**src/rtl/core/lgrs_pkg.sv**
```systemverilog
// Shared types and constants for the Life generation row step block.
package lgrs_pkg;

    localparam int MAX_WIDTH = 64;
    localparam int GRID_WIDTH_W = 7;
    localparam int APB_ADDR_W = 3;
    localparam int APB_DATA_W = 32;
    localparam int QUEUE_DEPTH = 3;
    localparam int QUEUE_IDX_W = $clog2(QUEUE_DEPTH);
    localparam int QUEUE_CNT_W = $clog2(QUEUE_DEPTH + 1);
    localparam int NBR_CNT_W = 4;

    localparam logic REG_GRID_WIDTH = 1'b0;
    localparam logic [GRID_WIDTH_W-1:0] GRID_WIDTH_RESET = 7'd64;

    localparam logic [NBR_CNT_W-1:0] BIRTH_COUNT = 4'd3;
    localparam logic [NBR_CNT_W-1:0] SURVIVE_COUNT = 4'd2;

    typedef struct packed {
        logic [MAX_WIDTH-1:0] row_cells;
        logic                 bottom_row;
    } in_word_t;

    typedef struct packed {
        logic [MAX_WIDTH-1:0] next_cells;
        logic                 last_of_grid;
    } out_word_t;

    typedef struct packed {
        logic load;
        logic clear;
    } cell_ctl_t;

    typedef struct packed {
        logic above;
        logic middle;
        logic incoming;
    } cell_bits_t;

endpackage

```
**src/rtl/core/lgrs_cell.sv**
```systemverilog
// One column cell: holds two row bits and computes both candidate next states.
module lgrs_cell (
    input  logic                aclk,
    input  logic                aresetn,
    input  lgrs_pkg::cell_ctl_t ctl,
    input  logic                active,
    input  logic                row_in,
    input  lgrs_pkg::cell_bits_t left,
    input  lgrs_pkg::cell_bits_t right,
    output lgrs_pkg::cell_bits_t own,
    output logic                mid_next,
    output logic                bot_next
);
    import lgrs_pkg::*;

    logic above_reg;
    logic middle_reg;
    logic above_next;
    logic middle_next;
    logic [NBR_CNT_W-1:0] mid_count;
    logic [NBR_CNT_W-1:0] bot_count;

    always_ff @(posedge aclk) begin
        if (!aresetn) begin
            above_reg  <= 1'b0;
            middle_reg <= 1'b0;
        end else begin
            above_reg  <= above_next;
            middle_reg <= middle_next;
        end
    end

    always_comb begin
        above_next  = above_reg;
        middle_next = middle_reg;
        if (ctl.clear) begin
            above_next  = 1'b0;
            middle_next = 1'b0;
        end else if (ctl.load) begin
            above_next  = middle_reg;
            middle_next = row_in & active;
        end
    end

    assign own.above    = above_reg & active;
    assign own.middle   = middle_reg & active;
    assign own.incoming = row_in & active;

    // The middle row sees the held row above and the arriving row below.
    assign mid_count = NBR_CNT_W'(left.above) + NBR_CNT_W'(left.middle)
                     + NBR_CNT_W'(left.incoming) + NBR_CNT_W'(right.above)
                     + NBR_CNT_W'(right.middle) + NBR_CNT_W'(right.incoming)
                     + NBR_CNT_W'(own.above) + NBR_CNT_W'(own.incoming);

    // The bottom row sees the middle row above and dead cells below.
    assign bot_count = NBR_CNT_W'(left.middle) + NBR_CNT_W'(left.incoming)
                     + NBR_CNT_W'(right.middle) + NBR_CNT_W'(right.incoming)
                     + NBR_CNT_W'(own.middle);

    assign mid_next = active && ((mid_count == BIRTH_COUNT)
                      || (own.middle && mid_count == SURVIVE_COUNT));
    assign bot_next = active && ((bot_count == BIRTH_COUNT)
                      || (own.incoming && bot_count == SURVIVE_COUNT));

endmodule

```
**src/rtl/core/lgrs_outq.sv**
```systemverilog
// Three-word result queue that takes up to two words a cycle while it has room and drains one when m_ready is high.
module lgrs_outq (
    input  logic                                  aclk,
    input  logic                                  aresetn,
    input  logic [1:0]                            push_cnt,
    input  lgrs_pkg::out_word_t                   push_a,
    input  lgrs_pkg::out_word_t                   push_b,
    output logic                                  room,
    output logic                                  m_valid,
    input  logic                                  m_ready,
    output lgrs_pkg::out_word_t                   m_data
);
    import lgrs_pkg::*;

    out_word_t slot_reg [QUEUE_DEPTH];
    out_word_t slot_next [QUEUE_DEPTH];
    logic [QUEUE_CNT_W-1:0] count_reg;
    logic [QUEUE_CNT_W-1:0] count_next;
    logic [QUEUE_CNT_W-1:0] base;
    logic pop;

    always_ff @(posedge aclk) begin
        if (!aresetn) begin
            count_reg <= '0;
        end else begin
            count_reg <= count_next;
        end
    end

    always_ff @(posedge aclk) begin
        slot_reg <= slot_next;
    end

    always_comb begin
        pop  = m_valid && m_ready;
        base = count_reg - QUEUE_CNT_W'(pop);
        if (pop) begin
            slot_next[0] = slot_reg[1];
            slot_next[1] = slot_reg[2];
            slot_next[2] = slot_reg[2];
        end else begin
            slot_next[0] = slot_reg[0];
            slot_next[1] = slot_reg[1];
            slot_next[2] = slot_reg[2];
        end
        if (push_cnt != 2'd0 && base < QUEUE_CNT_W'(QUEUE_DEPTH)) begin
            slot_next[base[QUEUE_IDX_W-1:0]] = push_a;
        end
        if (push_cnt == 2'd2 && base < QUEUE_CNT_W'(QUEUE_DEPTH - 1)) begin
            slot_next[QUEUE_IDX_W'(base + 1'b1)] = push_b;
        end
        count_next = base + QUEUE_CNT_W'(push_cnt);
    end

    assign room    = count_reg <= QUEUE_CNT_W'(QUEUE_DEPTH - 2);
    assign m_valid = count_reg != '0;
    assign m_data  = slot_reg[0];

    a_push_has_room : assert property (@(posedge aclk) disable iff (!aresetn)
        (push_cnt != 2'd0) |-> (count_reg <= QUEUE_CNT_W'(QUEUE_DEPTH - 2)))
        else $error("result queue written without room for two words");

    a_idle_count_holds : assert property (@(posedge aclk) disable iff (!aresetn)
        (!pop && push_cnt == 2'd0) |=> $stable(count_reg))
        else $error("result queue count moved without a push or a pop");

    a_count_bounded : assert property (@(posedge aclk) disable iff (!aresetn)
        count_reg <= QUEUE_CNT_W'(QUEUE_DEPTH))
        else $error("result queue count exceeds its depth");

endmodule

```
**src/rtl/core/life_generation_row_step.sv**
```systemverilog
// Top level: one generation of B3/S23 Life over a streamed, bounded grid.
//
// Rows of the grid enter on the s_ channel, top to bottom, one word per row,
// with bottom_row set on the last row. Each row after the first returns one
// word on the m_ channel holding the next generation of the row above it; the
// bottom row returns a further word, flagged last_of_grid, for itself. A
// single-row grid gives one word. Cells outside the grid count as dead.
// The grid_width register (APB byte address 0) sets how many columns are in
// use; columns at or past it read as dead and are returned as zero. Write it
// only while no rows are in flight.
// A row is accepted every cycle while s_ready is high; its words go into the
// result queue and are presented on m_ from there. The column cells compute
// both candidate results in the accept cycle, and a three-word queue holds
// them for the output. A bottom row that follows other rows produces two
// words, and s_ready is low while the queue holds two words or more.
// When m_ready is low the queue fills and s_ready falls; nothing is lost.
// Reset sets the width to 64, empties the held rows and the queue.
module life_generation_row_step (
    input  logic                                  aclk,
    input  logic                                  aresetn,
    input  logic                                  s_valid,
    output logic                                  s_ready,
    input  lgrs_pkg::in_word_t                    s_data,
    output logic                                  m_valid,
    input  logic                                  m_ready,
    output lgrs_pkg::out_word_t                   m_data,
    input  logic                                  psel,
    input  logic                                  penable,
    input  logic                                  pwrite,
    input  logic [lgrs_pkg::APB_ADDR_W-1:0]       paddr,
    input  logic [lgrs_pkg::APB_DATA_W-1:0]       pwdata,
    output logic [lgrs_pkg::APB_DATA_W-1:0]       prdata,
    output logic                                  pready
);
    import lgrs_pkg::*;

    logic [GRID_WIDTH_W-1:0] grid_width_reg;
    logic                    held_reg;
    logic                    held_next;
    logic                    accept;
    logic                    cfg_write;
    cell_ctl_t               ctl;
    cell_bits_t              own [MAX_WIDTH];
    logic [MAX_WIDTH-1:0]    mid_res;
    logic [MAX_WIDTH-1:0]    bot_res;
    logic [1:0]              push_cnt;
    out_word_t               push_a;
    out_word_t               push_b;

    assign pready    = 1'b1;
    assign cfg_write = psel && penable && pwrite && pready;
    assign prdata    = (paddr[2] == REG_GRID_WIDTH)
                     ? {{(APB_DATA_W-GRID_WIDTH_W){1'b0}}, grid_width_reg} : '0;

    always_ff @(posedge aclk) begin
        if (!aresetn) begin
            grid_width_reg <= GRID_WIDTH_RESET;
        end else if (cfg_write && paddr[2] == REG_GRID_WIDTH) begin
            grid_width_reg <= pwdata[GRID_WIDTH_W-1:0];
        end
    end

    assign accept = s_valid && s_ready;

    always_ff @(posedge aclk) begin
        if (!aresetn) begin
            held_reg <= 1'b0;
        end else begin
            held_reg <= held_next;
        end
    end

    always_comb begin
        held_next = held_reg;
        ctl.load  = 1'b0;
        ctl.clear = 1'b0;
        if (accept) begin
            if (s_data.bottom_row) begin
                ctl.clear = 1'b1;
                held_next = 1'b0;
            end else begin
                ctl.load  = 1'b1;
                held_next = 1'b1;
            end
        end
    end

    for (genvar i = 0; i < MAX_WIDTH; i++) begin : g_cell
        cell_bits_t left_bits;
        cell_bits_t right_bits;
        logic       active;

        assign active = GRID_WIDTH_W'(i) < grid_width_reg;

        if (i == 0) begin : g_left_edge
            assign left_bits = '0;
        end else begin : g_left
            assign left_bits = own[i-1];
        end

        if (i == MAX_WIDTH - 1) begin : g_right_edge
            assign right_bits = '0;
        end else begin : g_right
            assign right_bits = own[i+1];
        end

        lgrs_cell u_cell (
            .aclk     (aclk),
            .aresetn  (aresetn),
            .ctl      (ctl),
            .active   (active),
            .row_in   (s_data.row_cells[i]),
            .left     (left_bits),
            .right    (right_bits),
            .own      (own[i]),
            .mid_next (mid_res[i]),
            .bot_next (bot_res[i])
        );
    end

    always_comb begin
        push_cnt = 2'd0;
        if (accept) begin
            push_cnt = 2'(held_reg) + 2'(s_data.bottom_row);
        end
        push_a.next_cells   = held_reg ? mid_res : bot_res;
        push_a.last_of_grid = !held_reg;
        push_b.next_cells   = bot_res;
        push_b.last_of_grid = 1'b1;
    end

    lgrs_outq u_outq (
        .aclk     (aclk),
        .aresetn  (aresetn),
        .push_cnt (push_cnt),
        .push_a   (push_a),
        .push_b   (push_b),
        .room     (s_ready),
        .m_valid  (m_valid),
        .m_ready  (m_ready),
        .m_data   (m_data)
    );

    a_row_held_after_body : assert property (@(posedge aclk) disable iff (!aresetn)
        (accept && !s_data.bottom_row) |=> held_reg)
        else $error("no row held after a row that is not the bottom row");

    a_grid_closed_after_bottom : assert property (@(posedge aclk) disable iff (!aresetn)
        (accept && s_data.bottom_row) |=> !held_reg)
        else $error("row still held after the bottom row");

    a_held_drop_cause : assert property (@(posedge aclk) disable iff (!aresetn)
        $fell(held_reg) |-> $past(accept && s_data.bottom_row))
        else $error("held rows released without a bottom row");

endmodule

```
**config.mk**
```make
export PLATFORM = sky130hd
export DESIGN_NAME = life_generation_row_step
export DESIGN_NICKNAME = d
export VERILOG_FILES = /design/src/rtl/core/lgrs_pkg.sv /design/src/rtl/core/lgrs_cell.sv /design/src/rtl/core/lgrs_outq.sv /design/src/rtl/core/life_generation_row_step.sv
export SDC_FILE = /design/constraint.sdc
export NUM_CORES = 2
export LEC_CHECK = 0
export BUFFER_PORTS_ARGS = -buffer_cell sky130_fd_sc_hd__buf_2
export CELL_PAD_IN_SITES_DETAIL_PLACEMENT = 0
export CELL_PAD_IN_SITES_GLOBAL_PLACEMENT = 1
export CORE_MARGIN = 1
export CORE_UTILIZATION = 44
export DETAILED_ROUTE_END_ITERATION = 10
export PLACE_DENSITY_LB_ADDON = 0.1
export SLEW_MARGIN = 20
export SYNTH_ARGS = -nofsm -noshare
export SYNTH_HDL_FRONTEND = slang
export SYNTH_SLANG_ARGS = --single-unit
```
**constraint.sdc**
```tcl
create_clock -name aclk -period 4.7 [get_ports aclk]
set_input_delay 0.235 -clock aclk [delete_from_list [all_inputs] [get_ports aclk]]
set_output_delay 0.235 -clock aclk [all_outputs]
set_load 0.005 [all_outputs]
```
==> run_results.csv <==
group,metric,value,unit
timing,setup_viol,0,
worst_setup_path,rr_startpoint,"grid_width_reg[3]$_SDFFE_PN0P_",
final_layout,layout_common_cells,"inv_1, nand2_1, fa_1",
global_route,grt_max_degree,94,
detailed_routing,drcViolationCount,0,
detailed_routing,ant_nets,0,
final_layout,multi_input_area,0.0231,sq mm
global_route,met1_usage,41.9,%
global_route,grt-busiest-layer,"met2",
clock_tree,clock_latency,600,ps
worst_setup_path,crit_family,"adder cells",
detailed_routing,avgRoutedWirePerCell,20.9,um
final_layout,num-fill-cells,7095,
hold_path,hold_start,"s_data[42]",
timing,slew_violations,0,
timing,clock.fmax,0.219,GHz
placement,dpl_worst_slack,-171,ps
worst_setup_path,critPathLaunchType,"register",
global_route,grt_overflow,0,
placement,port_buffers,153,
worst_setup_path,crit_path_end_kind,"register",
global_route,grt_use_met3,3.77,%
clock_tree,htree_levels,2,
placement,dp_hpwl,77400,um
placement,dp.cells,4980,
global_route,grt_pass1_vias,27512,
yosys,syn_area_per_cell,8.63,sq um
placement,place_congestion,0.888,
yosys,yosys.cell_types.count,77,
yosys,synth_top_area_share,23.1,%
final_layout,drive_gt1_share,15.6,%
floorplanning,initial_core_util,44.8,%
global_route,grt_first_pass_wirelength,165000,um
power,p_leak,0.0182,uW
worst_setup_path,crit_top_cell,"fa_1",
detailed_routing,via_per_inst,5.46,
clock_tree,cts.path.max_buffers,3,
final_layout,largest_reg_flops,130,
final_layout,fin_nets,4900,
yosys,syn_area,0.0329,sq mm
yosys,ys_seq_area_share,20.3,%
timing,rsz0062_at_grt,"true",
final_layout,syn2layout_area_growth,15.8,%
clock_tree,cts_root_buf,"clkbuf_16",
detailed_routing,first_pass_iters,5,
worst_setup_path,criticalPathCategory,"reg -> reg",
worst_setup_path,crit_path_start,"grid_width_reg[3]$_SDFFE_PN0P_",
detailed_routing,vias,27746,
final_layout,layout.cells.non_filler,5083,
timing,slew_headroom,30.0,%
global_route,antenna_found_initial,4,
power,vdd_drop_max,0.249,mV
final_layout,final_common_cell,"inv_1",
hold_path,hold_class,"in -> reg",
yosys,ys_async_sr_fraction,0,%
floorplanning,die_h,275,um
detailed_routing,drt-total-wl,106000,um
power,powerDensity,371,mW/mm^2
worst_setup_path,cp_num_buf_inv,5,
floorplanning,die_width,275,um
worst_setup_path,crit_path_cell_trace,"buf_6, and4bb_2, a21oi_1, buf_4, and2_1, ha_1, inv_1, fa_1, fa_1, inv_1, fa_1, inv_1, fa_1, a211oi_1, mux2i_1, nor4_2, o21ai_1, a21oi_1",
yosys,synth_area_leader_cell,"fa_1",
detailed_routing,first_iter_violations,1791,
yosys,synth_cells,3814,
timing,finalCriticalPeriod,4570,ps
worst_setup_path,required,5220,ps
clock_tree,cts_tree,"built",
floorplanning,die_area,0.0759,sq mm
global_route,grt_use_met2,44.1,%
yosys,synth-edff-count,0,
timing,worst_slew_pin_slew,1040,ps
clock_tree,cts_buffers,45,
job,drv_cap,0,
run_status,status,"finished clean",
worst_setup_path,cpPeakStageDelay,490,ps
yosys,synthFlopType,"dfxtp_1",
timing,skew,21.4,ps
worst_setup_path,critical_path_peak_fanout,19,
yosys,synth-seq-cells,333,
yosys,yosys-top-cells-area,"fa_1, dfxtp_1, ha_1",
floorplanning,coreArea,0.0735,sq mm
timing,hold_viol,0,
floorplanning,io_pins,207,
worst_setup_path,cp.arrival,5090,ps
clock_tree,clk_pin_slew,60,ps
timing,setup_ws,129,ps
floorplanning,rows,99,
worst_setup_path,cpMaxStageDelayCell,"fa_1",
yosys,synth_warnings,0,
clock_tree,cts_sinks,333,
timing,final.period_utilization,97.3,%
final_layout,seq_area,0.00669,sq mm
global_route,grt_usage,28.3,%
[per-layer routing]
| metal | wire length [um] | share of wire, % |
|---|---|---|
| met5 | 32 | 0.030 |
| met2 | 46900 | 44 |
| met4 | 1870 | 1.8 |
| met1 | 51500 | 49 |
| met3 | 5800 | 5.5 |
[metrics by stage]
stage	power [uW]	hold WS (ps)	setup TNS, ps	area [sq um]	util (%)
finish	14200	23.8	0	38100	51.9
global route	15200	31.9	-284	38100	51.9
CTS	14100	6.47	0	37700	51.3
detailed placement	10200	443	-745	36000	49.0
global placement	10100	433	-818	36000	49.0
floorplan	8480	384	0	33000	-
[worst min-delay path: stages]
cell and delay [ps]:
buf_2 130, a32oi_1 100, nor2b_1 110
[synth_stat cells, types with 58 or more instances]
library cell	n
inv_1	588
nor2_1	174
clkbuf_1	130
a21oi_1	220
buf_4	96
nand2_1	411
dfxtp_1	333
and2_1	66
o21ai_0	105
fa_1	379
and3_1	58
ha_1	324
nor2b_1	192
[where the power goes]
part	internal (uW)	total (uW)	switching [uW]
clock	2340	3850	1510
sequential	3760	4390	631
combinational	2530	5920	3390
total	8630	14200	5530
[final timing paths]
| kind | endpoint | slack (ps) | cells past startpoint |
|---|---|---|---|
| max | u_outq.m_data[54]$_DFF_P_ | 130 | 18 |
| min | g_cell[41].u_cell.middle_reg$_SDFFE_PP0P_ | 20 | 3 |
| max reg2reg | u_outq.m_data[54]$_DFF_P_ | 130 | 18 |
| min reg2reg | u_outq.slot_reg[17]$_DFF_P_ | 450 | 2 |
[timing repair]
action                                  CTS  global route
endpoints found under the setup margin   21           135
pin swaps                                 0            17
buffers inserted                          0            13
resized for setup                         9           110
hold endpoints to repair                  9             0
hold buffers                              9             0
[area by class of cell]
cell class / count / area share (%)
multi-input cells: 2651 / 60.7
repair buffers: 471 / 8.63
well taps: 959 / 3.15
clock buffers: 57 / 3.32
flip-flops and latches: 333 / 17.6
diodes: 2 / 0.0131
inverters: 588 / 5.81
clock inverters: 22 / 0.883
[kinds of logic (layout without fill, tap and decap cells)]
logic type	Yosys count	after routing	synth area share, %
buffers and inverters	854	1138	10.9
other	2	28	0.0228
AND/OR/NAND/NOR	1141	1141	17.4
adder cells (fa/ha/maj)	703	703	35.4
AO/OA/AOI/OAI	736	736	14.7
flip-flops	333	333	20.3
XOR/XNOR	2	2	0.0532
multiplexers	43	43	1.32
Power figures use the tool's default switching activity.
